==> config.mk <==
export PLATFORM = sky130hd
export DESIGN_NAME = glyph_row_bitmap_to_4bpp_writer
export DESIGN_NICKNAME = d
export VERILOG_FILES = /design/src/design/grbw_pkg.sv /design/src/design/grbw_front.sv /design/src/design/grbw_queue.sv /design/src/design/grbw_back.sv /design/src/design/glyph_row_bitmap_to_4bpp_writer.sv
export SDC_FILE = /design/constraint.sdc
export NUM_CORES = 1
export LEC_CHECK = 0
export ABC_AREA = 1
export BUFFER_PORTS_ARGS = -buffer_cell sky130_fd_sc_hd__buf_2
export CAP_MARGIN = 5
export CORE_UTILIZATION = 62
export DETAILED_ROUTE_END_ITERATION = 6
export PLACE_DENSITY = 0.9
export SKIP_CTS_REPAIR_TIMING = 1
export SKIP_LAST_GASP = 1
export SLEW_MARGIN = 10
export SYNTH_ARGS = -nofsm -noshare
export SYNTH_HDL_FRONTEND = slang
export SYNTH_SLANG_ARGS = --single-unit
==> constraint.sdc <==
create_clock -name clk -period 13.7 [get_ports clk]
set_input_delay 1.37 -clock clk [delete_from_list [all_inputs] [get_ports clk]]
set_output_delay 1.37 -clock clk [all_outputs]
set_load 0.01 [all_outputs]
==> src/design/grbw_pkg.sv <==
// ----------------------------------------------------------------------------
// grbw_pkg
// Shared types and constants of the glyph row to 4bpp writer.
// ----------------------------------------------------------------------------
`default_nettype none

package grbw_pkg;

	localparam logic [7:0] COL_OFFSET = 8'd37;

	localparam logic [7:0] CMD_COL_LO = 8'h00;
	localparam logic [7:0] CMD_COL_HI = 8'h10;
	localparam logic [7:0] CMD_ROW_LO = 8'h60;
	localparam logic [7:0] CMD_ROW_HI = 8'h70;
	localparam logic [7:0] PIX_EVEN   = 8'h80;
	localparam logic [7:0] PIX_ODD    = 8'h08;
	localparam logic [3:0] NIB_MASK   = 4'hf;

	localparam int CFG_IDX_W = 8;
	localparam logic [CFG_IDX_W-1:0] REG_GLYPH_COLUMN = 8'd0;
	localparam logic [CFG_IDX_W-1:0] REG_GLYPH_ROW    = 8'd1;
	localparam logic [CFG_IDX_W-1:0] REG_GLYPH_WIDTH  = 8'd2;
	localparam logic [CFG_IDX_W-1:0] REG_GLYPH_HEIGHT = 8'd3;

	localparam int QDEPTH = 4;
	localparam int QPTR_W = $clog2(QDEPTH);

	// work for one accepted font byte
	typedef struct packed {
		logic       has_cmd;
		logic [7:0] col;
		logic [7:0] rowv;
		logic [2:0] npairs;
		logic [7:0] pix;
	} grbw_desc_t;

endpackage

`default_nettype wire

==> src/design/grbw_front.sv <==
// ----------------------------------------------------------------------------
// grbw_front
// Accepts font bytes, tracks row position and builds one work descriptor.
// ----------------------------------------------------------------------------
`default_nettype none

module grbw_front import grbw_pkg::*; #(
	parameter int MAX_WIDTH = 160
) (
	input  wire logic                 clk,
	input  wire logic                 arst_n,
	input  wire logic                 cfg_valid,
	input  wire logic [CFG_IDX_W-1:0] cfg_index,
	input  wire logic [7:0]           cfg_data,
	input  wire logic                 in_valid,
	output logic                      in_ready,
	input  wire logic [7:0]           in_byte,
	output logic                      push,
	output grbw_desc_t                push_desc,
	input  wire logic                 q_ready
);

	localparam logic [7:0] MAXW = 8'(MAX_WIDTH);

	logic [7:0] column_q, row_q, width_q, height_q;
	logic [7:0] row_cnt_q;
	logic [4:0] bir_q;

	logic [7:0] eff_w;
	logic [5:0] bytes_per_row;
	logic [7:0] base;
	logic [2:0] npairs;
	logic       accept;
	logic       row_end;
	logic [7:0] row_next;

	always_ff @(posedge clk or negedge arst_n) begin
		if (!arst_n) begin
			column_q <= 8'd0;
			row_q    <= 8'd0;
			width_q  <= 8'd8;
			height_q <= 8'd8;
		end else if (cfg_valid) begin
			case (cfg_index)
				REG_GLYPH_COLUMN: column_q <= cfg_data;
				REG_GLYPH_ROW:    row_q    <= cfg_data;
				REG_GLYPH_WIDTH:  width_q  <= cfg_data;
				REG_GLYPH_HEIGHT: height_q <= cfg_data;
				default: ;
			endcase
		end
	end

	always_comb begin
		eff_w = width_q;
		if (eff_w == 8'd0) eff_w = 8'd1;
		if (eff_w > MAXW)  eff_w = MAXW;
		bytes_per_row = 6'((9'(eff_w) + 9'd7) >> 3);
		base = {bir_q, 3'b000};
		npairs = 3'd0;
		for (int k = 0; k < 4; k++) begin
			if (9'(base) + 9'(2 * k + 1) < 9'(eff_w)) npairs = npairs + 3'd1;
		end
	end

	assign in_ready = q_ready;
	assign accept   = in_valid && in_ready;
	assign row_end  = (6'(bir_q) + 6'd1) >= bytes_per_row;
	assign row_next = row_cnt_q + 8'd1;

	// drop items that produce nothing
	assign push = accept && ((bir_q == 5'd0) || (npairs != 3'd0));

	always_comb begin
		push_desc.has_cmd = (bir_q == 5'd0);
		push_desc.col     = column_q + COL_OFFSET;
		push_desc.rowv    = row_q + row_cnt_q;
		push_desc.npairs  = npairs;
		push_desc.pix     = in_byte;
	end

	always_ff @(posedge clk or negedge arst_n) begin
		if (!arst_n) begin
			row_cnt_q <= 8'd0;
			bir_q     <= 5'd0;
		end else if (accept) begin
			if (row_end) begin
				bir_q     <= 5'd0;
				row_cnt_q <= (row_next == height_q) ? 8'd0 : row_next;
			end else begin
				bir_q <= bir_q + 5'd1;
			end
		end
	end

endmodule

`default_nettype wire

==> src/design/grbw_queue.sv <==
// ----------------------------------------------------------------------------
// grbw_queue
// Short descriptor queue between the front and the back end.
// ----------------------------------------------------------------------------
`default_nettype none

module grbw_queue import grbw_pkg::*; (
	input  wire logic        clk,
	input  wire logic        arst_n,
	input  wire logic        push,
	input  wire grbw_desc_t  push_desc,
	output logic             push_ready,
	input  wire logic        pop,
	output logic             head_valid,
	output grbw_desc_t       head_desc
);

	grbw_desc_t            entry_q [QDEPTH];
	logic [QPTR_W-1:0]     wr_ptr_q, rd_ptr_q;
	logic [QPTR_W:0]       count_q;

	assign push_ready = (count_q != (QPTR_W+1)'(QDEPTH));
	assign head_valid = (count_q != '0);
	assign head_desc  = entry_q[rd_ptr_q];

	always_ff @(posedge clk) begin
		if (push && push_ready) entry_q[wr_ptr_q] <= push_desc;
	end

	always_ff @(posedge clk or negedge arst_n) begin
		if (!arst_n) begin
			wr_ptr_q <= '0;
			rd_ptr_q <= '0;
			count_q  <= '0;
		end else begin
			if (push && push_ready) wr_ptr_q <= wr_ptr_q + QPTR_W'(1);
			if (pop && head_valid)  rd_ptr_q <= rd_ptr_q + QPTR_W'(1);
			case ({push && push_ready, pop && head_valid})
				2'b10:   count_q <= count_q + (QPTR_W+1)'(1);
				2'b01:   count_q <= count_q - (QPTR_W+1)'(1);
				default: ;
			endcase
		end
	end

endmodule

`default_nettype wire

==> src/design/grbw_back.sv <==
// ----------------------------------------------------------------------------
// grbw_back
// Walks the head descriptor and sends one controller byte per cycle while the receiver is ready.
// ----------------------------------------------------------------------------
`default_nettype none

module grbw_back import grbw_pkg::*; (
	input  wire logic        clk,
	input  wire logic        arst_n,
	input  wire logic        head_valid,
	input  wire grbw_desc_t  head_desc,
	output logic             pop,
	output logic             out_valid,
	input  wire logic        out_ready,
	output logic [7:0]       out_byte,
	output logic             out_is_data,
	output logic             out_last
);

	logic [2:0] idx_q;
	logic [2:0] last_idx;
	logic [1:0] pair;
	logic       is_cmd;
	logic [7:0] byte_nx;
	logic       advance;
	logic       at_end;

	assign last_idx = head_desc.has_cmd ? 3'd3 + head_desc.npairs
	                                    : head_desc.npairs - 3'd1;
	assign is_cmd   = head_desc.has_cmd && (idx_q < 3'd4);
	assign pair     = head_desc.has_cmd ? 2'(idx_q - 3'd4) : idx_q[1:0];
	assign at_end   = (idx_q == last_idx);
	assign advance  = head_valid && (!out_valid || out_ready);
	assign pop      = advance && at_end;

	always_comb begin
		byte_nx = 8'd0;
		if (is_cmd) begin
			case (idx_q[1:0])
				2'd0:    byte_nx = CMD_COL_LO | {4'd0, head_desc.col[3:0] & NIB_MASK};
				2'd1:    byte_nx = CMD_COL_HI | {4'd0, head_desc.col[7:4]};
				2'd2:    byte_nx = CMD_ROW_LO | {4'd0, head_desc.rowv[3:0] & NIB_MASK};
				default: byte_nx = CMD_ROW_HI | {4'd0, head_desc.rowv[7:4]};
			endcase
		end else begin
			if (head_desc.pix[{pair, 1'b0}]) byte_nx = byte_nx | PIX_EVEN;
			if (head_desc.pix[{pair, 1'b1}]) byte_nx = byte_nx | PIX_ODD;
		end
	end

	always_ff @(posedge clk or negedge arst_n) begin
		if (!arst_n) begin
			idx_q     <= 3'd0;
			out_valid <= 1'b0;
		end else begin
			if (advance) begin
				out_valid <= 1'b1;
				idx_q     <= at_end ? 3'd0 : idx_q + 3'd1;
			end else if (out_ready) begin
				out_valid <= 1'b0;
			end
		end
	end

	always_ff @(posedge clk) begin
		if (advance) begin
			out_byte    <= byte_nx;
			out_is_data <= !is_cmd;
			out_last    <= at_end;
		end
	end

endmodule

`default_nettype wire

==> src/design/glyph_row_bitmap_to_4bpp_writer.sv <==
// ----------------------------------------------------------------------------
// glyph_row_bitmap_to_4bpp_writer
// Turns 1bpp glyph bitmap bytes into address commands and 4bpp pixel bytes.
// ----------------------------------------------------------------------------
// Usage:
//   Slave stream (s_*) takes one glyph bitmap byte per request, rows in order,
//   ceil(width/8) bytes per row, pixel bits LSB first.
//   Master stream (m_*) sends controller bytes: tuser high marks pixel data,
//   low marks an address command; tlast marks the final byte of one request.
//   The configuration channel writes column, row, width and height by index
//   0..3; other indexes are ignored. Write only while the block is idle.
//   The first result of a request passes a queue entry, then the output register.
//   Throughput: one result per cycle while m_tready is high. A request
//   yields 0 to 8 output bytes: none when it yields no result, 4 for a full
//   interior byte, 8 for a full row-start byte.
//   A four-entry descriptor queue lets the input keep accepting while the
//   receiver stalls; once it fills, s_tready drops until results drain.
//   Reset clears the counters and registers to column 0, row 0, width 8 and
//   height 8, and empties the queue and the output register.
// ----------------------------------------------------------------------------
`default_nettype none

module glyph_row_bitmap_to_4bpp_writer import grbw_pkg::*; #(
	parameter int MAX_WIDTH = 160
) (
	input  wire logic                 clk,
	input  wire logic                 arst_n,
	input  wire logic                 cfg_valid,
	output logic                      cfg_ready,
	input  wire logic [CFG_IDX_W-1:0] cfg_index,
	input  wire logic [7:0]           cfg_data,
	input  wire logic                 s_tvalid,
	output logic                      s_tready,
	input  wire logic [7:0]           s_tdata,   // [7:0] font_byte
	output logic                      m_tvalid,
	input  wire logic                 m_tready,
	output logic [7:0]                m_tdata,   // [7:0] out_byte
	output logic                      m_tuser,   // [0] is_data
	output logic                      m_tlast
);

	logic       push, q_ready, pop, head_valid;
	grbw_desc_t push_desc, head_desc;

	assign cfg_ready = 1'b1;

	grbw_front #(.MAX_WIDTH(MAX_WIDTH)) u_front (
		.clk       (clk),
		.arst_n    (arst_n),
		.cfg_valid (cfg_valid),
		.cfg_index (cfg_index),
		.cfg_data  (cfg_data),
		.in_valid  (s_tvalid),
		.in_ready  (s_tready),
		.in_byte   (s_tdata),
		.push      (push),
		.push_desc (push_desc),
		.q_ready   (q_ready)
	);

	grbw_queue u_queue (
		.clk        (clk),
		.arst_n     (arst_n),
		.push       (push),
		.push_desc  (push_desc),
		.push_ready (q_ready),
		.pop        (pop),
		.head_valid (head_valid),
		.head_desc  (head_desc)
	);

	grbw_back u_back (
		.clk         (clk),
		.arst_n      (arst_n),
		.head_valid  (head_valid),
		.head_desc   (head_desc),
		.pop         (pop),
		.out_valid   (m_tvalid),
		.out_ready   (m_tready),
		.out_byte    (m_tdata),
		.out_is_data (m_tuser),
		.out_last    (m_tlast)
	);

endmodule

`default_nettype wire

==> impl_metrics.ini, run 1 <==
[routing]
wl_um = 17500
drt_first_pass_iters = 5
drt_iter0_markers = 629
wl_per_cell_um = 17.1
route.vias.total = 5851
ant_nets = 0
viasPerCell = 5.73
drc = 0

[layout]
seq_area_sq_um = 5040
num-fill-cells = 919
drive_gt1_share_pct = 14.0
fin_nets = 901
multi_input_area_sq_um = 2970
area_growth_pct = 11.7
n_antenna_cell = 0
design_area_sq_um = 9390

[sta]
fmax_mhz = 215
clock_skew_ns = 0.00536
slew_headroom_pct = 49.7
setup_violations = 0
setup_tns_ns = 0
slew_viol_final = 0
rsz0062_at_grt = false
period_share_pct = 34.0
max_slew.worst_pin.slew_ns = 0.754
hold_viol = 0
post-route-min-period_ns = 4.65
layout_setup_ws_ns = 9.05

[worst_setup_path]
cp.arrival_ns = 4.96
path_max_fanout = 7
crit_slowest_cell = dfrtp_1
crit_top_cell = nand2_1
startpoint_type = flip-flop
cpPeakStageDelay_ns = 0.40
critPathRequiredTime_ns = 14.01
critPathKind = flip-flop to flip-flop
end_kind = flip-flop

[yosys]
synth_area_per_cell_sq_um = 10.7
synth_cells = 788
synthTopCellsByArea = edfxtp_1 43%, dfrtp_1 16%, o21ai_0 6.2%
yosysUniqueCellTypes = 48
async_reset_ff_share_pct = 31.6
synth_top_cell_by_area = edfxtp_1
yosysWarnings = 0
ys_seq_area_share_pct = 59.9
netlist_area_sq_um = 8400
synth_top_area_share_pct = 43.2
yosys_most_used_dff = edfxtp_1
ys_seq_elements = 177
synth_edf_count = 121

[placement]
gp_congestion = 0.864
hpwl_um = 11300
placed_cell_area_sq_um = 8790
io_buffers = 40
dp_slack_ns = 9.12

[grt]
grt_pass1_wl_um = 29100
busiest_layer = met2
grt_usage_pct = 27.1
gr-usage-met1_pct = 31.9
grt_util_met2_pct = 47.1
antenna_found_initial = 0
grt_util_met3_pct = 6.23
grt_pass1_vias = 6030
grt_start_max_net_pins = 60
overflow = 0

[clock_tree]
clk_pin_slew_ns = 0.06
clockBufferDepth = 2
clock_latency_ns = 0.43
cts.sinks = 177
numCtsBuffers = 17
cts_tree = built
cts_root_buf = clkbuf_16
htreeDepth = 4

[min_path]
hold_path.class = flip-flop to flip-flop

[floorplan]
initial_core_util_pct = 63.5
coreArea_sq_um = 13200
die_x_um = 118
ios = 42
dieHeight_um = 118
num_rows = 42
die_area_sq_um = 14000

[power_and_ir_drop]
power_density_nw_per_um2 = 238
p_leak_nw = 3.86
ir_worst_vdd_uv = 115

[run]
maxCapViolations = 0

[run_status]
status = finished, final reports clean
## critical path, delay by kind of cell, from the launching register on
family,cells,cell delay (ns)
xor gates and xnor gates,1,0.15
adders and majority gates,5,1.35
and+or+nand+nor,13,1.35
buffers and inverters,4,0.34
AOI/OAI and AO/OA,5,0.93
DFF,1,0.40
## power by group
| part | switching (mW) | internal (mW) | total, mW |
|---|---|---|---|
| clock network | 0.196 | 0.290 | 0.487 |
| logic | 0.610 | 0.292 | 0.902 |
| registers | 0.0675 | 0.781 | 0.849 |
| total | 0.874 | 1.36 | 2.24 |
## logic make-up (layout without fill, tap and decap cells)
| family | after synthesis | in the layout | share of synthesized area [%] |
|---|---|---|---|
| other | 1 | 2 | 0.0446 |
| buffers and inverters | 102 | 158 | 4.90 |
| flip-flops | 177 | 177 | 59.9 |
| AO/OA/AOI/OAI | 166 | 166 | 11.2 |
| adder cells (fa/ha/maj) | 40 | 40 | 6.13 |
| XOR/XNOR | 37 | 37 | 3.86 |
| AND/OR/NAND/NOR | 265 | 265 | 14.0 |
## sequential cells by signal, summed over array words and instances (netlist names)
signal,cells
u_back.idx_q,3
u_back.out_byte,7
u_queue.count_q,3
u_back.out_last,1
u_queue.wr_ptr_q,2
u_front.height_q,8
u_queue.rd_ptr_q,2
u_front.row_cnt_q,8
u_front.row_q,8
u_front.column_q,8
u_front.bir_q,5
u_back.out_is_data,1
u_queue.entry_q,112
u_front.width_q,8
u_back.out_valid,1
## cells in the final DEF, fill, tap and decap left out, types with 5 or more instances in the layout
cell / n
edfxtp_1: 121
nand2_1: 120
o21ai_0: 104
inv_1: 71
nor2_1: 63
dfrtp_1: 54
nand3_1: 43
buf_2: 40
ha_1: 38
xor2_1: 24
a21oi_1: 22
clkbuf_16: 17
o22ai_1: 16
xnor2_1: 13
nand2_2: 11
buf_4: 10
o221ai_1: 7
a31oi_1: 6
nand4_1: 5
nor2_2: 5
clkinv_2: 5
## through the flow
stage | utilization, % | total power, mW | hold slack [ns] | std cells
2_1_floorplan | - | 1.49 | 0.446 | 789
6_report | 70.9 | 2.24 | 0.482 | 1021
5_1_grt | 70.9 | 2.38 | 0.495 | 1021
4_1_cts | 70.9 | 2.24 | 0.482 | 1021
3_3_place_gp | 66.3 | 1.68 | 0.464 | 989
3_5_place_dp | 66.3 | 1.74 | 0.469 | 989
## routing by layer
metal  vias up  part of all wire, %
met4         0                  3.1
met3        49                  5.1
li1       2805                    -
met5         -                    0
met2       193                   51
met1      2804                   40
## layout make-up
type                            instances  area share (%)
Sequential cell                       177            53.7
Multi-Input combinational cell        510            31.6
Clock buffer                           18            4.68
Tap cell                              176            2.35
Clock inverter                         14            1.73
Timing Repair Buffer                   50            2.93
Inverter                               76            3.04
## worst paths after layout
kind | end | cells after the start | slack (ns) | from
worst max-delay path | u_queue.count_q[2]$_DFFE_PN0P_ | 28 | 9.05 | u_front.width_q[2]$_DFFE_PN0P_
worst min-delay path | u_queue.count_q[0]$_DFFE_PN0P_ | 1 | 0.48 | u_queue.count_q[0]$_DFFE_PN0P_
worst max register to register | u_queue.count_q[2]$_DFFE_PN0P_ | 28 | 9.05 | u_front.width_q[2]$_DFFE_PN0P_
worst min register to register | u_queue.count_q[0]$_DFFE_PN0P_ | 1 | 0.48 | u_queue.count_q[0]$_DFFE_PN0P_
max in group asynchronous | u_front.column_q[2]$_DFFE_PN0P_ | 2 | 12.12 | arst_n
min in group asynchronous | u_front.bir_q[0]$_DFFE_PN0P_ | 2 | 1.09 | arst_n
## cell usage after synthesis (2+ instances only)
cell and count:
nor2_1 67, fa_1 2, inv_1 71, nand3_1 43, clkinv_1 2, o211ai_1 2
edfxtp_1 121, xnor2_1 13, nand2_2 11, buf_2 5, ha_1 38, nor3_1 2
inv_2 3, or2_2 3, a21oi_1 22, nand4_1 5, buf_6 2, nand2_1 120
o22ai_1 16, o221ai_1 7, nand2_4 3, o21ai_0 104, nor2_4 3, buf_4 2
clkbuf_1 16, dfrtp_1 54, a31oi_1 6, xor2_1 24, dfstp_2 2
No activity file was read; power rests on OpenSTA's default activity.
==> inputs of run 2 (changes only) <==
ABC_AREA = 0   (was 1)
CORE_UTILIZATION = 55   (was 62)
PLACE_DENSITY = 0.86   (was 0.9)
clock period = 4.02 ns   (was 13.7 ns; I/O delays follow)
==> run 2 against run 1 <==
Net effect:
- synthesized cell count is 27% lower
- synthesized area is 0.46% higher
- critical path depth is 10 lower
- via count is 15% lower
- cell count is 17% lower
- clock skew is 0.0039 ns higher
- flip-flop and latch count stayed put
- global-route usage is 5.3 points lower
- critical path type unchanged
- largest cell class unchanged
- largest power group unchanged
==> impl_metrics.ini, run 2 <==
[run_status]
status = finished, final reports clean

[worst_setup_path]
startpoint = u_front.width_q[5]$_DFFE_PN0P_
crit_slowest_cell = dfrtp_1
endpoint = u_queue.count_q[2]$_DFFE_PN0P_
startpoint_type = flip-flop
worstReg2RegStart = u_front.width_q[5]$_DFFE_PN0P_
path_max_fanout = 5
path_cells = o21ai_4, nand2_2, ha_4, o211a_4, o31ai_4, a21oi_4, nor2_2, xor2_4, ha_4, a22oi_2, nand3_2, o31ai_4, ha_2, inv_2, fa_2, xor2_1, nor2_1, xor2_1
critPathRequiredTime_ns = 4.38
cp.arrival_ns = 4.35
end_kind = flip-flop
reg2regPathDepth = 18
cpPeakStageDelay_ns = 0.42
r2r_slack_ns = 0.03
critPathKind = flip-flop to flip-flop
timing.rr.end = u_queue.count_q[2]$_DFFE_PN0P_

[routing]
wl_per_cell_um = 19.4
drt_iter0_markers = 324
viasPerCell = 5.92
wl_um = 16400
ant_nets = 0
drt_first_pass_iters = 5
drc = 0
route.vias.total = 4991

[layout]
layoutNonFillerInstCount = 843
n_antenna_cell = 0
drive_gt1_share_pct = 30.8
layout_commonest_cell = edfxtp_1
largest_register_ffs = 112
top_register = u_queue.entry_q
mostFrequentLayoutCells = 121 x edfxtp_1, 52 x dfrtp_1, 40 x buf_2
area_growth_pct = 15.5
fin_nets = 715

[floorplan]
die_area_sq_um = 15800
initial_core_util_pct = 57.2
ios = 42
dieHeight_um = 126
coreArea_sq_um = 14800
num_rows = 44
die_x_um = 126

[placement]
gp_congestion = 0.833
hpwl_um = 10900
dp.cells = 802
io_buffers = 40

[grt]
antenna_found_initial = 0
grt_start_max_net_pins = 57
grt_pass1_vias = 5178
overflow = 0
grt_usage_pct = 21.8
grt_pass1_wl_um = 25900

[yosys]
yosysMostFrequentCell = edfxtp_1
netlist_area_sq_um = 8440
yosysWarnings = 0
async_reset_ff_share_pct = 31.6
synthTopCellsByArea = edfxtp_1 43%, dfrtp_1 16%, mux4_2 8.0%
synth_top_cell_by_area = edfxtp_1
yosys_most_used_dff = edfxtp_1
synth_top_area_share_pct = 43.0
ys_seq_elements = 177
synth_cells = 578
ys_seq_area_share_pct = 59.7
yosysUniqueCellTypes = 70
synth_area_per_cell_sq_um = 14.6
synthTopCellsByCount = 121 x edfxtp_1, 54 x dfrtp_1, 39 x nand2_1, 38 x ha_1, 31 x mux2_2
synth_edf_count = 121

[clock_tree]
numCtsBuffers = 17
clk_pin_slew_ns = 0.06
clock_latency_ns = 0.44
cts_root_buf = clkbuf_16
htreeDepth = 4
cts.sinks = 177
cts_tree = built
clockBufferDepth = 2

[power_and_ir_drop]
p_leak_nw = 3.84
power_mw = 8.75
power_density_nw_per_um2 = 897
ir_worst_vdd_uv = 672

[min_path]
hold_path.class = input port to asynchronous set/reset pin

[sta]
clock_skew_ns = 0.00922
rsz0062_at_grt = true
fmax_mhz = 250
setup_tns_ns = 0
setup_violations = 0
max_slew.worst_pin.slew_ns = 0.733
slew_headroom_pct = 51.2
period_share_pct = 99.3
post-route-min-period_ns = 3.99
slew_viol_final = 0
holdWs_ns = 0.0929
hold_viol = 0

[run]
maxCapViolations = 0
-- run 2: cell types whose count changed after synthesis, sizes merged, moves of 14 or more --
cell,before,now
mux4,0,30
o21ai,105,31
nand2,134,40
inv,74,29
nor2,71,23
mux2,0,32
xnor2,13,27
nand3,44,12
-- run 2: metrics by stage --
stage,instance area [sq um],util (%),setup WS (ns)
floorplan,8510,-,-0.00138
global placement,9010,61.0,0.195
detailed placement,9010,61.0,-0.0553
CTS,9590,65.0,-0.117
global route,9750,66.1,-0.188
finish,9750,66.1,0.0279
-- run 2: critical path: cells and delay by family (launching register included) --
kind	cells	cell delay (ns)
buf+inv	1	0.04
compound gates	6	1.28
simple gates	4	0.60
fa+ha+maj	4	1.04
xor+xnor	3	0.52
flops	1	0.42
-- run 2: how the worst min path moves through the flow --
stage / slack [ns] / endpoint / depth (start not counted)
4_1_cts: 0.12 / u_front.row_cnt_q[6]$_DFFE_PN0P_ / 2
3_3_place_gp: 0.48 / u_back.out_valid$_DFFE_PN0P_ / 2
3_5_place_dp: 0.49 / u_back.out_valid$_DFFE_PN0P_ / 2
2_1_floorplan: 0.11 / u_back.idx_q[0]$_DFFE_PN0P_ / 0
5_1_grt: 0.18 / u_front.row_q[5]$_DFFE_PN0P_ / 2
6_report: 0.09 / u_front.height_q[2]$_DFFE_PN0P_ / 2
-- run 2: layout make-up --
class                      instances  area [sq um]
clock buffer                      17           425
clock inverter                    15           161
fill                             997          5000
inverter                          29           109
multi-input combinational        359          3370
sequential                       177          5040
tap                              184           230
timing repair buffer              62           415
-- run 2: cells by family after synthesis --
logic type,Yosys count,synth area share (%)
xor+xnor,42,4.36
fa+ha+maj,40,6.11
other cells,1,0.0444
simple gates,130,8.79
compound gates,83,6.39
buf+inv,43,2.33
mux,62,12.3
flops,177,59.7
-- run 2: where the power goes --
group          internal (mW)  switching [mW]  leakage [nW]
Clock                  0.920           0.710         0.283
Sequential              2.77           0.294          1.83
Combinational           1.90            2.15          1.73
Total                   5.59            3.16          3.84
-- run 2: routing by layer --
metal	routed length [um]	part of all wire, %	GRT usage [%]
met5	0	0	0
met4	299	1.8	8.58
met3	718	4.4	4.25
met2	8570	52	37.9
met1	6780	41	26.8
==> inputs of run 3 (changes only) <==
CORE_UTILIZATION = 62   (was 55)
CTS_BUF_LIST = sky130_fd_sc_hd__clkbuf_8   (was unset)
PLACE_DENSITY = 0.9   (was 0.86)
clock period = 4.7 ns   (was 4.02 ns; I/O delays follow)
==> run 3 against run 2 <==
Net effect:
- via count fell by 1.5%
- critical path type unchanged
- largest cell class unchanged
- clock power fell by 31%
- total power fell by 25%
- register-to-register slack improved by 0.36 ns
- clock skew rose by 0.0057 ns
- critical path depth rose by 1
- largest power group unchanged
- final area fell by 4.2%
- core utilization rose by 4.4 points
==> impl_metrics.ini, run 3 (synthesized netlist as in run 2, its figures left out) <==
[grt]
grt_pass1_wl_um = 25500
overflow = 0
antenna_found_initial = 0
grt_start_max_net_pins = 57
grt_usage_pct = 24.3
grt_pass1_vias = 4992

[floorplan]
die_area_sq_um = 14100
dieHeight_um = 119
ios = 42
initial_core_util_pct = 63.7
die_x_um = 119
coreArea_sq_um = 13200
num_rows = 42

[placement]
gp_congestion = 0.903
hpwl_um = 10800
placed_cell_area_sq_um = 8900
dp.cells = 793
io_buffers = 40

[sta]
holdWs_ns = 0.141
fmax_mhz = 232
slew_viol_final = 0
hold_viol = 0
max_slew.worst_pin.slew_ns = 1.17
slew_headroom_pct = 21.0
rsz0062_at_grt = false
clock_skew_ns = 0.0149
post-route-min-period_ns = 4.32
period_share_pct = 91.8
setup_violations = 0

[routing]
ant_nets = 0
route.vias.total = 4914
drt_first_pass_iters = 5
drt_iter0_markers = 431
viasPerCell = 5.96
routed.top_layer = met4
wl_met3_um = 750
drc = 0
wl_um = 15700
wl_met2_um = 8230
wl_met1_um = 6480
wl_per_cell_um = 19.0

[worst_setup_path]
path_cells = o21ai_2, nand2_1, ha_1, a21o_1, a21oi_1, nor2_1, nor2_1, ha_2, xor2_1, ha_1, a22oi_1, nand3_2, o31ai_4, ha_1, inv_1, fa_1, xor2_1, nor2_1, xor2_1
end_kind = flip-flop
critPathRequiredTime_ns = 5.07
cp.arrival_ns = 4.69
cpPeakStageDelay_ns = 0.41
path_max_fanout = 7
crit_slowest_cell = dfrtp_1
critPathKind = flip-flop to flip-flop
startpoint_type = flip-flop

[clock_tree]
clockBufferDepth = 2
cts_tree = built
cts_root_buf = clkbuf_8
cts.sinks = 177
numCtsBuffers = 17
htreeDepth = 4
clk_pin_slew_ns = 0.09
clock_latency_ns = 0.46

[layout]
largest_register_ffs = 112
drive_gt1_share_pct = 25.9
layout_commonest_cell = edfxtp_1
fin_nets = 705
layoutNonFillerInstCount = 825
top_register = u_queue.entry_q
n_antenna_cell = 0
design_area_sq_um = 9340
mostFrequentLayoutCells = 121 x edfxtp_1, 53 x dfrtp_1, 40 x buf_2
final_util_pct = 70.5
area_growth_pct = 10.6

[power_and_ir_drop]
p_leak_nw = 3.70
ir_worst_vdd_uv = 396
power_density_nw_per_um2 = 698
power_mw = 6.52

[run]
maxCapViolations = 0

[min_path]
hold_path.class = input port to asynchronous set/reset pin

[run_status]
status = finished, final reports clean
## run 3: changes by cell type in the layout (fill, tap and decap cells not counted), sizes merged
cell	delta
clkbuf	+2
buf	-10
clkinv	-3
bufinv	+2
inv	-1
## run 3: metal layers
layer	global-route usage (%)	vias up
met3	4.97	19
met1	31.1	2449
li1	-	2288
met4	8.47	0
met5	0	-
met2	41.3	158
## run 3: power by group
part           switching [mW]  internal, mW
clock network           0.519         0.598
registers               0.259          2.37
logic                    1.58          1.20
total                    2.36          4.16
## run 3: final cells by class
cell class / count / area [sq um]
fill: 868 / 3900
clock buffer: 19 / 262
multi-input combinational: 359 / 3230
clock inverter: 13 / 168
sequential: 177 / 5040
tap: 176 / 220
inverter: 29 / 109
timing repair buffer: 52 / 315
## run 3: path summary, 6_finish.rpt
path                                                 from                         endpoint  slack, ns  cells past startpoint
max                        u_front.width_q[5]$_DFFE_PN0P_   u_queue.count_q[2]$_DFFE_PN0P_       0.38                     19
min                                                arst_n  u_front.height_q[1]$_DFFE_PN0P_       0.14                      2
max reg2reg                u_front.width_q[5]$_DFFE_PN0P_   u_queue.count_q[2]$_DFFE_PN0P_       0.38                     19
min reg2reg                  u_back.out_valid$_DFFE_PN0P_     u_back.out_valid$_DFFE_PN0P_       0.50                      2
max in group asynchronous                          arst_n  u_queue.rd_ptr_q[0]$_DFFE_PN0P_       4.01                      2
min in group clk                               s_tdata[4]  u_queue.entry_q[1][4]$_DFFE_PP_       0.23                      1
## run 3: critical path: cells and delay by family (launching register included)
| kind | cells | cell delay (ns) |
|---|---|---|
| fa+ha+maj | 5 | 1.58 |
| compound gates | 5 | 0.99 |
| simple gates | 5 | 0.65 |
| xor+xnor | 3 | 0.57 |
| flops | 1 | 0.41 |
| buf+inv | 1 | 0.06 |
## run 3: per-stage QoR
stage / worst slack (ns) / TNS [ns]
floorplan: -0.216 / -24.19
global placement: 0.360 / 0
detailed placement: 0.0483 / 0
CTS: 0.0120 / 0
global route: 0.0248 / 0
finish: 0.384 / 0
